--- config.mk ---
export PLATFORM = sky130hd
export DESIGN_NAME = ascii_dec_hex_base_converter_flat
export DESIGN_NICKNAME = d
export VERILOG_FILES = /design/src/ahc_pkg.sv /design/src/ahc_in_if.sv /design/src/ahc_out_if.sv /design/src/ahc_front.sv /design/src/ahc_queue.sv /design/src/ahc_back.sv /design/src/ascii_dec_hex_base_converter.sv /design/src/flat_wrapper.sv
export SDC_FILE = /design/constraint.sdc
export NUM_CORES = 1
export LEC_CHECK = 0
export ABC_AREA = 1
export BUFFER_PORTS_ARGS = -buffer_cell sky130_fd_sc_hd__clkbuf_2
export CORE_ASPECT_RATIO = 1.1
export CORE_UTILIZATION = 50
export DETAILED_ROUTE_END_ITERATION = 16
export PLACE_DENSITY = 0.66
export SLEW_MARGIN = 15
export SYNTH_ARGS = -nofsm -noshare
export SYNTH_HDL_FRONTEND = slang
export SYNTH_SLANG_ARGS = --single-unit
--- constraint.sdc ---
create_clock -name clk -period 5.2 [get_ports clk]
set_input_delay 1.04 -clock clk [delete_from_list [all_inputs] [get_ports clk]]
set_output_delay 1.04 -clock clk [all_outputs]
set_load 0.01 [all_outputs]
--- src/ahc_pkg.sv ---
package ahc_pkg;

	// Width of the parsed value; the digit buffer and counters follow from it
	localparam int VALUE_WIDTH  = 32;
	localparam int HEX_DIGITS   = (VALUE_WIDTH + 3) / 4;
	// floor(VALUE_WIDTH * log10(2)) + 1 decimal digits cover all-ones
	localparam int DEC_DIGITS   = ((VALUE_WIDTH * 1233) >> 12) + 1;
	localparam int NUM_DIGITS   = (DEC_DIGITS > HEX_DIGITS) ? DEC_DIGITS : HEX_DIGITS;
	localparam int DIGIT_BITS   = NUM_DIGITS * 4;
	localparam int DIGIT_CNT_W  = $clog2(NUM_DIGITS + 1);
	localparam int STEP_W       = $clog2(VALUE_WIDTH);

	localparam int QUEUE_DEPTH  = 2;
	localparam int QUEUE_PTR_W  = (QUEUE_DEPTH > 1) ? $clog2(QUEUE_DEPTH) : 1;
	localparam int QUEUE_CNT_W  = $clog2(QUEUE_DEPTH + 1);

	localparam logic [7:0] CHAR_ZERO     = 8'd48;
	localparam logic [7:0] CHAR_NINE     = 8'd57;
	localparam logic [7:0] CHAR_UPPER_A  = 8'd65;
	localparam logic [7:0] CHAR_UPPER_F  = 8'd70;
	localparam logic [7:0] CHAR_X        = 8'd120;
	localparam logic [7:0] CHAR_MINUS    = 8'd45;
	localparam logic [7:0] LETTER_OFFSET = 8'd55;

	// What the back end makes of a finished word
	typedef enum logic [1:0] {
		JOB_ECHO,
		JOB_TO_HEX,
		JOB_TO_DEC
	} job_kind_t;

	typedef struct packed {
		job_kind_t              kind;
		logic [VALUE_WIDTH-1:0] value;
		logic [7:0]             echo_char;
	} job_t;

	function automatic logic is_dec_digit(input logic [7:0] c);
		return (c >= CHAR_ZERO) && (c <= CHAR_NINE);
	endfunction

	function automatic logic is_hex_letter(input logic [7:0] c);
		return (c >= CHAR_UPPER_A) && (c <= CHAR_UPPER_F);
	endfunction

	// Digit value of '0'-'9' or 'A'-'F'
	function automatic logic [3:0] char_value(input logic [7:0] c);
		logic [3:0] low;
		low = c[3:0];
		return is_dec_digit(c) ? low : low + 4'd9;
	endfunction

	// acc * base + digit, clamped to all-ones
	function automatic logic [VALUE_WIDTH-1:0] sat_mac(
		input logic [VALUE_WIDTH-1:0] acc,
		input logic                   base_hex,
		input logic [3:0]             digit
	);
		logic [VALUE_WIDTH+3:0] scaled;
		logic [VALUE_WIDTH+3:0] wide;
		scaled = base_hex ? {acc, 4'h0} : ({3'b000, acc, 1'b0} + {1'b0, acc, 3'b000});
		wide   = scaled + {{VALUE_WIDTH{1'b0}}, digit};
		if (wide[VALUE_WIDTH+3:VALUE_WIDTH] != 4'h0) begin
			return '1;
		end
		return wide[VALUE_WIDTH-1:0];
	endfunction

	// Uppercase ASCII for one digit
	function automatic logic [7:0] digit_ascii(input logic [3:0] d);
		return (d < 4'd10) ? (CHAR_ZERO + {4'h0, d}) : (LETTER_OFFSET + {4'h0, d});
	endfunction

endpackage

--- src/ahc_in_if.sv ---
interface ahc_in_if;
	logic       valid;
	logic       ready;
	logic [7:0] in_char;
	logic       in_last;

	modport source (output valid, output in_char, output in_last, input ready);
	modport sink   (input valid, input in_char, input in_last, output ready);
endinterface

--- src/ahc_out_if.sv ---
interface ahc_out_if;
	logic       valid;
	logic       ready;
	logic [7:0] out_char;
	logic       out_last;

	modport source (output valid, output out_char, output out_last, input ready);
	modport sink   (input valid, input out_char, input out_last, output ready);
endinterface

--- src/ahc_front.sv ---
module ahc_front import ahc_pkg::*; (
	input  logic      clk,
	input  logic      arst_n,
	ahc_in_if.sink    char_ch,
	input  logic      queue_full,
	output logic      push,
	output job_t      push_job
);

	typedef enum logic [1:0] {
		POS_FIRST,
		POS_SECOND,
		POS_REST
	} pos_t;

	pos_t                   pos_q, pos_n;
	logic [VALUE_WIDTH-1:0] acc_q, acc_n;
	logic [7:0]             first_q, first_n;
	logic                   hex_q, hex_n;
	logic                   halted_q, halted_n;
	logic                   done_q, done_n;
	logic                   word_end;
	logic                   accept;
	logic [7:0]             c;
	logic                   last;
	logic [VALUE_WIDTH-1:0] first_val;

	assign char_ch.ready = !queue_full;
	assign accept        = char_ch.valid && char_ch.ready;
	assign c             = char_ch.in_char;
	assign last          = char_ch.in_last;
	assign first_val     = {{(VALUE_WIDTH-4){1'b0}}, char_value(first_q)};

	// Parse one character against the word state
	always_comb begin
		acc_n    = acc_q;
		pos_n    = pos_q;
		first_n  = first_q;
		hex_n    = hex_q;
		halted_n = halted_q;
		done_n   = done_q;
		word_end = 1'b0;
		if (!done_q) begin
			unique case (pos_q)
				POS_FIRST: begin
					if (c == CHAR_MINUS) begin
						done_n = 1'b1;
					end else begin
						first_n = c;
						if (last) begin
							word_end = 1'b1;
						end else begin
							pos_n = POS_SECOND;
						end
					end
				end
				POS_SECOND: begin
					pos_n    = POS_REST;
					halted_n = 1'b0;
					if (c == CHAR_X) begin
						hex_n = 1'b1;
						acc_n = '0;
					end else begin
						hex_n = 1'b0;
						if (!is_dec_digit(first_q)) begin
							acc_n    = '0;
							halted_n = 1'b1;
						end else if (is_dec_digit(c)) begin
							acc_n = sat_mac(first_val, 1'b0, char_value(c));
						end else begin
							acc_n    = first_val;
							halted_n = 1'b1;
						end
					end
					word_end = last;
				end
				POS_REST: begin
					if (hex_q) begin
						if (is_dec_digit(c) || is_hex_letter(c)) begin
							acc_n = sat_mac(acc_q, 1'b1, char_value(c));
						end
					end else if (!halted_q) begin
						if (is_dec_digit(c)) begin
							acc_n = sat_mac(acc_q, 1'b0, char_value(c));
						end else begin
							halted_n = 1'b1;
						end
					end
					word_end = last;
				end
				default: begin
					word_end = 1'b0;
				end
			endcase
		end
	end

	// Hand the finished word to the back end
	always_comb begin
		push               = accept && word_end;
		push_job.value     = acc_n;
		push_job.echo_char = c;
		if (pos_q == POS_FIRST) begin
			push_job.kind = JOB_ECHO;
		end else if (hex_n) begin
			push_job.kind = JOB_TO_DEC;
		end else begin
			push_job.kind = JOB_TO_HEX;
		end
	end

	// Hold word state; clear it when the word ends
	always_ff @(posedge clk or negedge arst_n) begin
		if (!arst_n) begin
			pos_q    <= POS_FIRST;
			acc_q    <= '0;
			first_q  <= '0;
			hex_q    <= 1'b0;
			halted_q <= 1'b0;
			done_q   <= 1'b0;
		end else if (accept) begin
			done_q <= done_n;
			if (word_end) begin
				pos_q    <= POS_FIRST;
				acc_q    <= '0;
				first_q  <= '0;
				hex_q    <= 1'b0;
				halted_q <= 1'b0;
			end else begin
				pos_q    <= pos_n;
				acc_q    <= acc_n;
				first_q  <= first_n;
				hex_q    <= hex_n;
				halted_q <= halted_n;
			end
		end
	end

endmodule

--- src/ahc_queue.sv ---
module ahc_queue import ahc_pkg::*; (
	input  logic clk,
	input  logic arst_n,
	input  logic push,
	input  job_t push_job,
	input  logic pop,
	output job_t head,
	output logic empty,
	output logic full
);

	job_t                   slots_q [QUEUE_DEPTH];
	logic [QUEUE_PTR_W-1:0] wr_ptr_q;
	logic [QUEUE_PTR_W-1:0] rd_ptr_q;
	logic [QUEUE_CNT_W-1:0] count_q;
	logic                   do_push;
	logic                   do_pop;

	assign empty   = (count_q == '0);
	assign full    = (count_q == QUEUE_CNT_W'(QUEUE_DEPTH));
	assign do_push = push && !full;
	assign do_pop  = pop && !empty;
	assign head    = slots_q[rd_ptr_q];

	function automatic logic [QUEUE_PTR_W-1:0] ptr_inc(input logic [QUEUE_PTR_W-1:0] p);
		return (p == QUEUE_PTR_W'(QUEUE_DEPTH - 1)) ? '0 : p + 1'b1;
	endfunction

	// Store a request
	always_ff @(posedge clk) begin
		if (do_push) begin
			slots_q[wr_ptr_q] <= push_job;
		end
	end

	// Advance pointers and fill count
	always_ff @(posedge clk or negedge arst_n) begin
		if (!arst_n) begin
			wr_ptr_q <= '0;
			rd_ptr_q <= '0;
			count_q  <= '0;
		end else begin
			if (do_push) begin
				wr_ptr_q <= ptr_inc(wr_ptr_q);
			end
			if (do_pop) begin
				rd_ptr_q <= ptr_inc(rd_ptr_q);
			end
			if (do_push && !do_pop) begin
				count_q <= count_q + 1'b1;
			end else if (do_pop && !do_push) begin
				count_q <= count_q - 1'b1;
			end
		end
	end

endmodule

--- src/ahc_back.sv ---
module ahc_back import ahc_pkg::*; (
	input  logic      clk,
	input  logic      arst_n,
	input  job_t      head,
	input  logic      queue_empty,
	output logic      pop,
	ahc_out_if.source text_ch
);

	typedef enum logic [2:0] {
		ST_IDLE,
		ST_PFX_ZERO,
		ST_PFX_X,
		ST_ECHO,
		ST_DABBLE,
		ST_SKIP,
		ST_EMIT
	} state_t;

	state_t                          state_q;
	job_kind_t                       kind_q;
	logic [7:0]                      echo_q;
	logic [NUM_DIGITS-1:0][3:0]      dig_q;
	logic [NUM_DIGITS-1:0][3:0]      adj;
	logic [DIGIT_BITS:0]             dabble_w;
	logic [VALUE_WIDTH-1:0]          bin_q;
	logic [STEP_W-1:0]               step_q;
	logic [DIGIT_CNT_W-1:0]          cnt_q;
	logic                            out_valid_q;
	logic [7:0]                      out_char_q;
	logic                            out_last_q;
	logic                            can_load;
	logic                            load;
	logic [3:0]                      top_digit;

	assign text_ch.valid    = out_valid_q;
	assign text_ch.out_char = out_char_q;
	assign text_ch.out_last = out_last_q;

	assign pop       = (state_q == ST_IDLE) && !queue_empty;
	assign can_load  = !out_valid_q || text_ch.ready;
	assign top_digit = dig_q[NUM_DIGITS-1];

	// Load the output register in every state that sends a character
	assign load = can_load && ((state_q == ST_PFX_ZERO) || (state_q == ST_PFX_X)
		|| (state_q == ST_ECHO) || (state_q == ST_EMIT));

	// Add three to every BCD digit of five or more before the shift
	always_comb begin
		for (int i = 0; i < NUM_DIGITS; i++) begin
			adj[i] = (dig_q[i] >= 4'd5) ? dig_q[i] + 4'd3 : dig_q[i];
		end
		dabble_w = {adj, bin_q[VALUE_WIDTH-1]};
	end

	// Sequence one request: prefix, echoed character or conversion, digit output
	always_ff @(posedge clk or negedge arst_n) begin
		if (!arst_n) begin
			state_q     <= ST_IDLE;
			kind_q      <= JOB_ECHO;
			echo_q      <= '0;
			dig_q       <= '0;
			bin_q       <= '0;
			step_q      <= '0;
			cnt_q       <= '0;
			out_valid_q <= 1'b0;
			out_char_q  <= '0;
			out_last_q  <= 1'b0;
		end else begin
			// Hold the output request until taken
			if (load) begin
				out_valid_q <= 1'b1;
			end else if (text_ch.ready) begin
				out_valid_q <= 1'b0;
			end
			unique case (state_q)
				ST_IDLE: begin
					if (!queue_empty) begin
						kind_q <= head.kind;
						echo_q <= head.echo_char;
						bin_q  <= head.value;
						step_q <= '0;
						cnt_q  <= DIGIT_CNT_W'(NUM_DIGITS);
						if (head.kind == JOB_TO_DEC) begin
							dig_q   <= '0;
							state_q <= ST_DABBLE;
						end else begin
							dig_q   <= DIGIT_BITS'(head.value);
							state_q <= ST_PFX_ZERO;
						end
					end
				end
				ST_PFX_ZERO: begin
					if (can_load) begin
						out_char_q  <= CHAR_ZERO;
						out_last_q  <= 1'b0;
						state_q     <= ST_PFX_X;
					end
				end
				ST_PFX_X: begin
					if (can_load) begin
						out_char_q  <= CHAR_X;
						out_last_q  <= 1'b0;
						state_q     <= (kind_q == JOB_ECHO) ? ST_ECHO : ST_SKIP;
					end
				end
				ST_ECHO: begin
					if (can_load) begin
						out_char_q  <= echo_q;
						out_last_q  <= 1'b1;
						state_q     <= ST_IDLE;
					end
				end
				ST_DABBLE: begin
					dig_q  <= dabble_w[DIGIT_BITS-1:0];
					bin_q  <= {bin_q[VALUE_WIDTH-2:0], 1'b0};
					step_q <= step_q + 1'b1;
					if (step_q == STEP_W'(VALUE_WIDTH - 1)) begin
						state_q <= ST_SKIP;
					end
				end
				ST_SKIP: begin
					// drop leading zeros, keep at least one digit
					if (top_digit == 4'h0 && cnt_q > DIGIT_CNT_W'(1)) begin
						dig_q <= {dig_q[NUM_DIGITS-2:0], 4'h0};
						cnt_q <= cnt_q - 1'b1;
					end else begin
						state_q <= ST_EMIT;
					end
				end
				ST_EMIT: begin
					if (can_load) begin
						out_char_q  <= digit_ascii(top_digit);
						out_last_q  <= (cnt_q == DIGIT_CNT_W'(1));
						dig_q       <= {dig_q[NUM_DIGITS-2:0], 4'h0};
						cnt_q       <= cnt_q - 1'b1;
						if (cnt_q == DIGIT_CNT_W'(1)) begin
							state_q <= ST_IDLE;
						end
					end
				end
				default: begin
					state_q <= ST_IDLE;
				end
			endcase
		end
	end

endmodule

--- src/ascii_dec_hex_base_converter.sv ---
// Channel   Modport  Payload             Moves
// char_ch   sink     in_char, in_last    one character of a word
// text_ch   source   out_char, out_last  one character of the converted text
//
// The front parses one character per cycle while the queue is not full; finished words wait in a two-entry queue.
// The back fetches a word from the queue, runs shift-add-3 over every value bit for a
// hex word, drops leading zeros one digit at a time, and then sends the characters of
// the converted text.
// Input stalls only while the queue is full; output stalls hold the back end alone.
// arst_n clears all control state; the block is ready once reset is released.
module ascii_dec_hex_base_converter import ahc_pkg::*; (
	input  logic      clk,
	input  logic      arst_n,
	ahc_in_if.sink    char_ch,
	ahc_out_if.source text_ch
);

	job_t push_job;
	job_t head;
	logic push;
	logic pop;
	logic queue_empty;
	logic queue_full;

	ahc_front u_front (
		.clk        (clk),
		.arst_n     (arst_n),
		.char_ch    (char_ch),
		.queue_full (queue_full),
		.push       (push),
		.push_job   (push_job)
	);

	ahc_queue u_queue (
		.clk      (clk),
		.arst_n   (arst_n),
		.push     (push),
		.push_job (push_job),
		.pop      (pop),
		.head     (head),
		.empty    (queue_empty),
		.full     (queue_full)
	);

	ahc_back u_back (
		.clk         (clk),
		.arst_n      (arst_n),
		.head        (head),
		.queue_empty (queue_empty),
		.pop         (pop),
		.text_ch     (text_ch)
	);

endmodule

--- src/flat_wrapper.sv ---
// flat-port wrapper written by rule: the top's interface ports become plain ports
module ascii_dec_hex_base_converter_flat import ahc_pkg::*;
  (clk, arst_n, char_ch_valid, char_ch_in_char, char_ch_in_last, char_ch_ready, text_ch_valid, text_ch_out_char, text_ch_out_last, text_ch_ready);
  ahc_in_if char_ch_i ();
  ahc_out_if text_ch_i ();
  input  logic clk;
  input  logic arst_n;
  input wire logic [$bits(char_ch_i.valid)-1:0] char_ch_valid;
  input wire logic [$bits(char_ch_i.in_char)-1:0] char_ch_in_char;
  input wire logic [$bits(char_ch_i.in_last)-1:0] char_ch_in_last;
  output wire logic [$bits(char_ch_i.ready)-1:0] char_ch_ready;
  output wire logic [$bits(text_ch_i.valid)-1:0] text_ch_valid;
  output wire logic [$bits(text_ch_i.out_char)-1:0] text_ch_out_char;
  output wire logic [$bits(text_ch_i.out_last)-1:0] text_ch_out_last;
  input wire logic [$bits(text_ch_i.ready)-1:0] text_ch_ready;
  assign char_ch_i.valid = char_ch_valid;
  assign char_ch_i.in_char = char_ch_in_char;
  assign char_ch_i.in_last = char_ch_in_last;
  assign char_ch_ready = char_ch_i.ready;
  assign text_ch_valid = text_ch_i.valid;
  assign text_ch_out_char = text_ch_i.out_char;
  assign text_ch_out_last = text_ch_i.out_last;
  assign text_ch_i.ready = text_ch_ready;
  ascii_dec_hex_base_converter u_core (.clk(clk), .arst_n(arst_n), .char_ch(char_ch_i), .text_ch(text_ch_i));
endmodule
# Word level (Yosys, flattened, before mapping)

Memories as Yosys holds them, arrays and structs flattened.
Index checks and enable logic that the tools add are counted.

Add/subtract/negate cells: 25
Order comparisons: 18
Eq/ne operators: 29
Bitwise logic cells: 1
Reduce and logical (&&, ||, !) cells: 52
Multiplexer cells: 117

Operator list:

| cell                  | number |
|---|---|
| $mux W32              | 17 |
| $pmux W40 S4          | 1 |
| $pmux W32 S2          | 2 |
| $mux W40              | 3 |
| $add A36 B4 Y36       | 2 |
| $mux W8               | 8 |
| $mux W4               | 14 |
| $mux W1               | 43 |
| $ge A4 B3 Y1 const B  | 10 |
| $add A33 B35 Y36      | 1 |
| $add A4 B2 Y4 const B | 9 |
| $mux W3               | 11 |
| $pmux W8 S4           | 1 |
| $pmux W3 S7           | 1 |
| $reduce_and A4 Y1     | 5 |
| $ne A2 B2 Y1 const B  | 9 |
| $ge A8 B6 Y1 const B  | 2 |
| $le A8 B6 Y1 const B  | 2 |
| $mux W2               | 8 |
| $reduce_bool A4 Y1    | 4 |
| $add A6 B4 Y7 const A | 2 |
| $logic_and A1 B1 Y1   | 12 |
| $pmux W4 S3           | 1 |
| $reduce_bool A3 Y1    | 4 |
| other kinds (42)      | 70 |

Memory bits (writable): 84
Memories: 1
Output and inout bits: 11
Input bits: 13
Flip-flop bits (word level): 153

Memories:

| name                   | words | bits a word | rd ports | clocked after Yosys merged registers in | wr ports | line            | source |
|---|---|---|---|---|---|---|---|
| u_core.u_queue.slots_q | 2     | 42          | 1        | 0                                       | 1        | ahc_queue.sv:12 | `job_t slots_q [QUEUE_DEPTH];` |

# Depth between registers and ports, before layout

Depth after elaboration: 18
Gate-level depth with buffers: 32

# Cells and area by module

Synthesis repeated with hierarchy kept, for this count alone.

Cell total of the unflattened synthesis: 2353
Area total of the unflattened synthesis: 16704.8 µm²

By module, submodules not included:

| module    | times used | cells each | sequential area each (µm²) | area each (µm²) |
|---|---|---|---|---|
| ahc_front | 1          | 1150       | 1126.1                     | 6864.1 |
| ahc_back  | 1          | 952        | 2602.5                     | 6546.3 |
| ahc_queue | 1          | 251        | 2622.5                     | 3294.4 |

# Worst setup path before layout

Ideal clock, no wire load.

Kind: input to register
Start: input char_ch_in_char[1]
End: memory u_core.u_queue.slots_q[0][8] in the netlist's numbering (data pin)
Library setup time: 0.271 ns
Slack: 0.775 ns
Data required time: 4.929 ns
Stages: 26
Arrival: 4.154 ns
Path through: inv_1 ha_1 inv_1 nand3_1 nand4_2 o21ai_0 xor2_1 fa_1 fa_1 inv_1 nand2_1 nand2_1 nand3_1 nand2_1 nand2_1 nand2_2 nand2_2 nand3_2 nand2_4 nor2_8 buf_6 nand3_2 nand2_1 nand2_1 nand2_1 a21boi_1

RTL lines:

| what               | line              | source |
|---|---|---|
| start: declaration | flat_wrapper.sv:9 | `input wire logic [$bits(char_ch_i.in_char)-1:0] char_ch_in_char;` |
| end: declaration   | ahc_queue.sv:12   |  |

==> results by group <==
Run status
  • Run status: finished, final reports clean

Floorplanning
  • Starting Density: 0.5138
  • Area of the die: 33,250 um2
  • Die outline width: roughly 170 um
  • Core area: 31,650 um2
  • Die boundary height: 191.1 um
  • Top-level I/O count: 24
  • FP Rows: 68

STA
  • Max Slew Vio Count: 0
  • Final hold violation count: 0
  • Highest achievable clock rate: about 210 MHz
  • Worst rel slew slack: 0.1852
  • Unrepaired setup endpoints after global routing: false
  • Crit share post-route: 0.9051
  • Final critical-path setup slack: 0.4933 ns
  • Final setup fails: 0
  • Transition at the pin with the smallest max-transition slack: 1.222 ns
  • Fin Clk Skew: 0.02372 ns
  • Post-route minimum period: 4.707 ns

Drt
  • Vias after detailed routing: 14,074
  • Drc violations: 0
  • Sum of routed wire length over all layers: between 40,000 and 50,000 um
  • DRT iter0 DRCs: 1,075
  • Remaining antenna violation count after routing: 0
  • Number of detailed-route iterations in the first pass: 6
  • Mean routed wirelength per cell: 15.88 um
  • Vias per inst: roughly 5.5

Critical path
  • Critical Setup Path Class: in -> reg
  • Sort of element at the end of the critical path: register
  • Critical path startpoint category: input port
  • Required time at the worst-slack endpoint: 5.49 ns
  • Reg2reg path depth: 18
  • Signal arrival time at the worst endpoint: 5.00 ns
  • Worst-path fanout max: 22
  • Startpoint of the worst register-to-register path: u_core.u_front.first_q[0]
  • Register-to-register setup slack: between 1 and 1.5 ns
  • Reg-to-Reg End: u_core.u_queue.slots_q[0][14]

Finish
  • Area added between synthesis and finish: 8.440%
  • N_diodes: 0
  • Ratio of cells with drive above 1 in the final layout: 0.1014
  • Fraction of the core area covered by cells at the end of the flow: 0.5572
  • Total of fill cells in the finished design: approximately 3,000
  • Post-layout net count: 2,244
  • Non-Filler Cell Area, Final: 17,630 um2
  • Final standard cell count with taps included and fillers excluded: 2,559

Yosys
  • Leading cell types by total area after synthesis: sky130_fd_sc_hd__dfrtp_1, sky130_fd_sc_hd__nand2_1, sky130_fd_sc_hd__edfxtp_1
  • Yosys synthesis warning count: 0
  • Adder and majority cell fraction of the synthesized area: 0.08879
  • Xor and xnor fraction of the mapped netlist area: 0.02100
  • Area of the mapped netlist: 16,260 um2
  • Flops & latches, synth: 237
  • Synthesized-area fraction occupied by ao, oa, aoi and oai cells: 0.1638
  • Average size of a mapped cell: 7.642 um2
  • Synth top area share: 0.2354
  • Instance count of the mapped netlist: ~2,100
  • Cell type with the largest total area after synthesis: sky130_fd_sc_hd__dfrtp_1
  • Asr flop ratio synth: 0.6456
  • Net count after synthesis: 2,254
  • Number of unique standard cell types used by synthesis: a little over 60
  • Largest family of logic cells by synthesized area: simple AND/OR/NAND/NOR gates
  • Number of enable-type register cells in the synthesized netlist: 84
  • Most used DFF post-synth: sky130_fd_sc_hd__dfrtp_1
  • Share of the yosys chip area belonging to registers: 0.3906
  • Multiplexer share of the synthesized area: 0.002462
  • Basic-gate share of the synthesized area counting and, or, nand and nor cells: 0.2553

Placed design
  • Post-detailed-placement cell area: roughly 17,000 um2
  • Last weighted congestion value of the routability-driven placer: between 0.8 and 0.9
  • Count of input and output buffers: 23
  • Estimated wirelength of the detail-placed design: 28,400 um
  • Total instance count after detailed placement: roughly 2,500
  • Worst slack at placement: -0.02947 ns

Global route
  • First-pass GRT wire length: 68,210 um
  • Pin count of the biggest net entering global routing: 95
  • Global-route usage over all layers: 0.2497
  • Via count of the first global-routing pass: 13,612
  • Initial antenna violation count: 0
  • Grt total ovfl: 0

CTS
  • CTS root buffer: sky130_fd_sc_hd__clkbuf_16
  • Hold bufs inserted after CTS: 0
  • Number of post-CTS setup repair buffers: 0
  • Sinks on the clock net: 237
  • Bufs on Longest Clock Path: 3
  • CTS H-Tree Depth: 1
  • Clock tree from TritonCTS: built
  • CTS clock-pin slew for the worst setup and hold paths: 0.06 ns
  • Worst skew pair latency: 0.56 ns
  • Number of CTS-inserted buffers: 27
  • Count of instances resized after the clock tree is built: 0

Job
  • Reported max-cap violation count: 0

Pwr
  • IR drop worst, VDD: 0.4151 mV
  • Sum of internal, switching and leakage power: between 9000 and 10,000 uW
  • Seq pwr share: 0.323
  • P per Cell Area: around 530 nW/um2
  • Switching power: between 4000 and 5000 uW
  • Internal: 5180 uW
  • Portion of total power attributed to combinational logic: 0.469
  • Share of total power consumed by net switching: 0.4482
  • Clock Power Share: 0.208
  • Leak Pwr: 0.008768 uW

Min path
  • Start point of the worst min-delay path: u_core.u_back.text_ch.out_char[1]
  • Hold-critical path depth: 2
  • Hold endpoint: u_core.u_back.text_ch.out_char[1]
  • Class of the most critical hold timing path: reg -> reg
## kinds of logic after synthesis
| logic type | after synthesis |
|---|---|
| and+or+nand+nor | 961 |
| AOI/OAI and AO/OA | 466 |
| buffers and inverters | 308 |
| DFF | 237 |
| adders and majority gates | 113 |
| xor gates and xnor gates | 39 |
| muxes | 4 |
## worst max path at each step
stage / depth (start not counted) / to / from
3_5_place_dp: 27 / u_core.u_queue.slots_q[1][15] / char_ch_in_char[1]
4_1_cts: 27 / u_core.u_queue.slots_q[0][15] / char_ch_in_char[1]
3_3_place_gp: 27 / u_core.u_queue.slots_q[0][15] / char_ch_in_char[1]
2_1_floorplan: 26 / u_core.u_queue.slots_q[0][8] / char_ch_in_char[1]
6_report: 27 / u_core.u_queue.slots_q[0][15] / char_ch_in_char[1]
5_1_grt: 27 / u_core.u_queue.slots_q[1][12] / char_ch_in_char[1]
## metal layers
| layer | share of wire | wire [um] | up-vias | track usage |
|---|---|---|---|---|
| met2 | 0.46 | 18820 | 354 | 0.4169 |
| met1 | 0.48 | 19320 | 6667 | 0.3492 |
| met3 | 0.049 | 1989 | 39 | 0.02625 |
| li1 | - | - | 7014 | - |
| met4 | 0.013 | 508 | 0 | 0.05702 |
| met5 | 0 | 0 | - | 0 |
## power by group through the flow
stage               clock network, uW  registers (uW)  logic, uW
floorplan                           0            2880       3460
global placement                    0            3040       4260
detailed placement                  0            3060       4370
CTS                              1990            3030       4400
global route                     2060            3110       5020
finish                           1950            3040       4400
## critical path, cell delays in order
cell                       delay [ns]
sky130_fd_sc_hd__clkbuf_2        0.14
sky130_fd_sc_hd__inv_1           0.16
sky130_fd_sc_hd__ha_1            0.21
sky130_fd_sc_hd__inv_1           0.05
sky130_fd_sc_hd__nand3_1         0.09
sky130_fd_sc_hd__nand4_2         0.16
sky130_fd_sc_hd__o21ai_0         0.16
sky130_fd_sc_hd__xor2_1          0.29
sky130_fd_sc_hd__fa_1            0.52
sky130_fd_sc_hd__fa_1            0.47
sky130_fd_sc_hd__inv_1           0.07
sky130_fd_sc_hd__nand2_1         0.06
sky130_fd_sc_hd__nand2_1         0.10
sky130_fd_sc_hd__nand3_1         0.08
sky130_fd_sc_hd__nand2_1         0.11
sky130_fd_sc_hd__nand2_1         0.08
sky130_fd_sc_hd__nand2_2         0.12
sky130_fd_sc_hd__nand2_2         0.07
sky130_fd_sc_hd__nand3_2         0.08
sky130_fd_sc_hd__nand2_4         0.07
sky130_fd_sc_hd__nor2_8          0.23
sky130_fd_sc_hd__buf_12          0.24
sky130_fd_sc_hd__nand3_2         0.08
sky130_fd_sc_hd__nand2_1         0.07
sky130_fd_sc_hd__nand2_1         0.06
sky130_fd_sc_hd__nand2_1         0.08
sky130_fd_sc_hd__a21boi_1        0.08
## layout by cell type (no fill, tap or decap), drive strengths merged, types with 3 or more instances in the layout
master and instances:
buf 22, a21oi 168, nand2 716, o21ai 160
inv 225, o31ai 14, nor3 14, a21o 3
xor2 25, a22oi 3, mux2i 4, nor2 138
dfrtp 153, a221oi 4, or2 8, fa 4
o21bai 5, o211ai 18, clkinv 15, o221ai 8
o22ai 44, bufinv 3, a21boi 9, clkbuf 52
nand4 4, a31oi 19, nand3b 3, nand3 70
xnor2 14, edfxtp 84, ha 109, nor4 6
## stage by stage
step                      TNS (ns)  hold WS [ns]
final                            0        0.4797
after global routing             0        0.4946
after CTS                        0        0.4853
after detailed placement   -0.1646        0.4654
after floorplan                  0        0.4426
after global placement           0        0.4558
## Yosys cell counts (4+ instances only)
cell	n
sky130_fd_sc_hd__nor4_1	6
sky130_fd_sc_hd__nand2_1	679
sky130_fd_sc_hd__o211ai_1	18
sky130_fd_sc_hd__buf_1	6
sky130_fd_sc_hd__buf_4	5
sky130_fd_sc_hd__o21bai_1	5
sky130_fd_sc_hd__nor2_1	128
sky130_fd_sc_hd__nand2_4	4
sky130_fd_sc_hd__nand2_2	33
sky130_fd_sc_hd__inv_1	203
sky130_fd_sc_hd__nor3_1	11
sky130_fd_sc_hd__mux2i_1	4
sky130_fd_sc_hd__nand3_2	34
sky130_fd_sc_hd__dfrtp_1	153
sky130_fd_sc_hd__o21ai_1	35
sky130_fd_sc_hd__a21oi_2	7
sky130_fd_sc_hd__a221oi_1	4
sky130_fd_sc_hd__fa_1	4
sky130_fd_sc_hd__ha_1	109
sky130_fd_sc_hd__o221ai_1	8
sky130_fd_sc_hd__nor2_2	5
sky130_fd_sc_hd__inv_2	18
sky130_fd_sc_hd__nand3_1	36
sky130_fd_sc_hd__buf_2	21
sky130_fd_sc_hd__a31oi_1	19
sky130_fd_sc_hd__o31ai_1	14
sky130_fd_sc_hd__clkbuf_1	45
sky130_fd_sc_hd__a21oi_1	161
sky130_fd_sc_hd__or2_2	8
sky130_fd_sc_hd__o22ai_1	44
sky130_fd_sc_hd__xnor2_1	14
sky130_fd_sc_hd__o21ai_0	125
sky130_fd_sc_hd__xor2_1	25
sky130_fd_sc_hd__edfxtp_1	84
sky130_fd_sc_hd__a21boi_1	8
## layout make-up
class / instances / area (um2) / share of cell area
Tap cell: 420 / 525.5 / 0.02980
Clock inverter: 20 / 210.2 / 0.01192
Timing Repair Buffer: 44 / 316.6 / 0.01795
Multi-Input combinational cell: 1583 / 8676 / 0.4920
Inverter: 225 / 847.1 / 0.04803
Clock buffer: 30 / 706.9 / 0.04009
Sequential cell: 237 / 6352 / 0.3602
## state kept, by name, indices dropped and copies added, names as in the netlist
name and cells:
u_core.u_queue.slots_q 84, u_core.u_back.cnt_q 4, u_core.u_back.echo_q 8, u_core.u_queue.wr_ptr_q 1, u_core.u_back.state_q 3, u_core.u_front.pos_q 2, u_core.u_queue.rd_ptr_q 1, u_core.u_back.kind_q 2
u_core.u_back.step_q 5, u_core.u_back.text_ch.out_char 8, u_core.u_front.acc_q 32, u_core.u_back.text_ch.out_last 1, u_core.u_back.dig_q 36, u_core.u_front.first_q 8, u_core.u_back.bin_q 32, u_core.u_front.hex_q 1
u_core.u_front.halted_q 1, u_core.u_front.done_q 1, u_core.u_queue.count_q 2, u_core.u_back.top_digit 4, u_core.u_back.text_ch.valid 1
No activity file was read; power rests on OpenSTA's default activity.
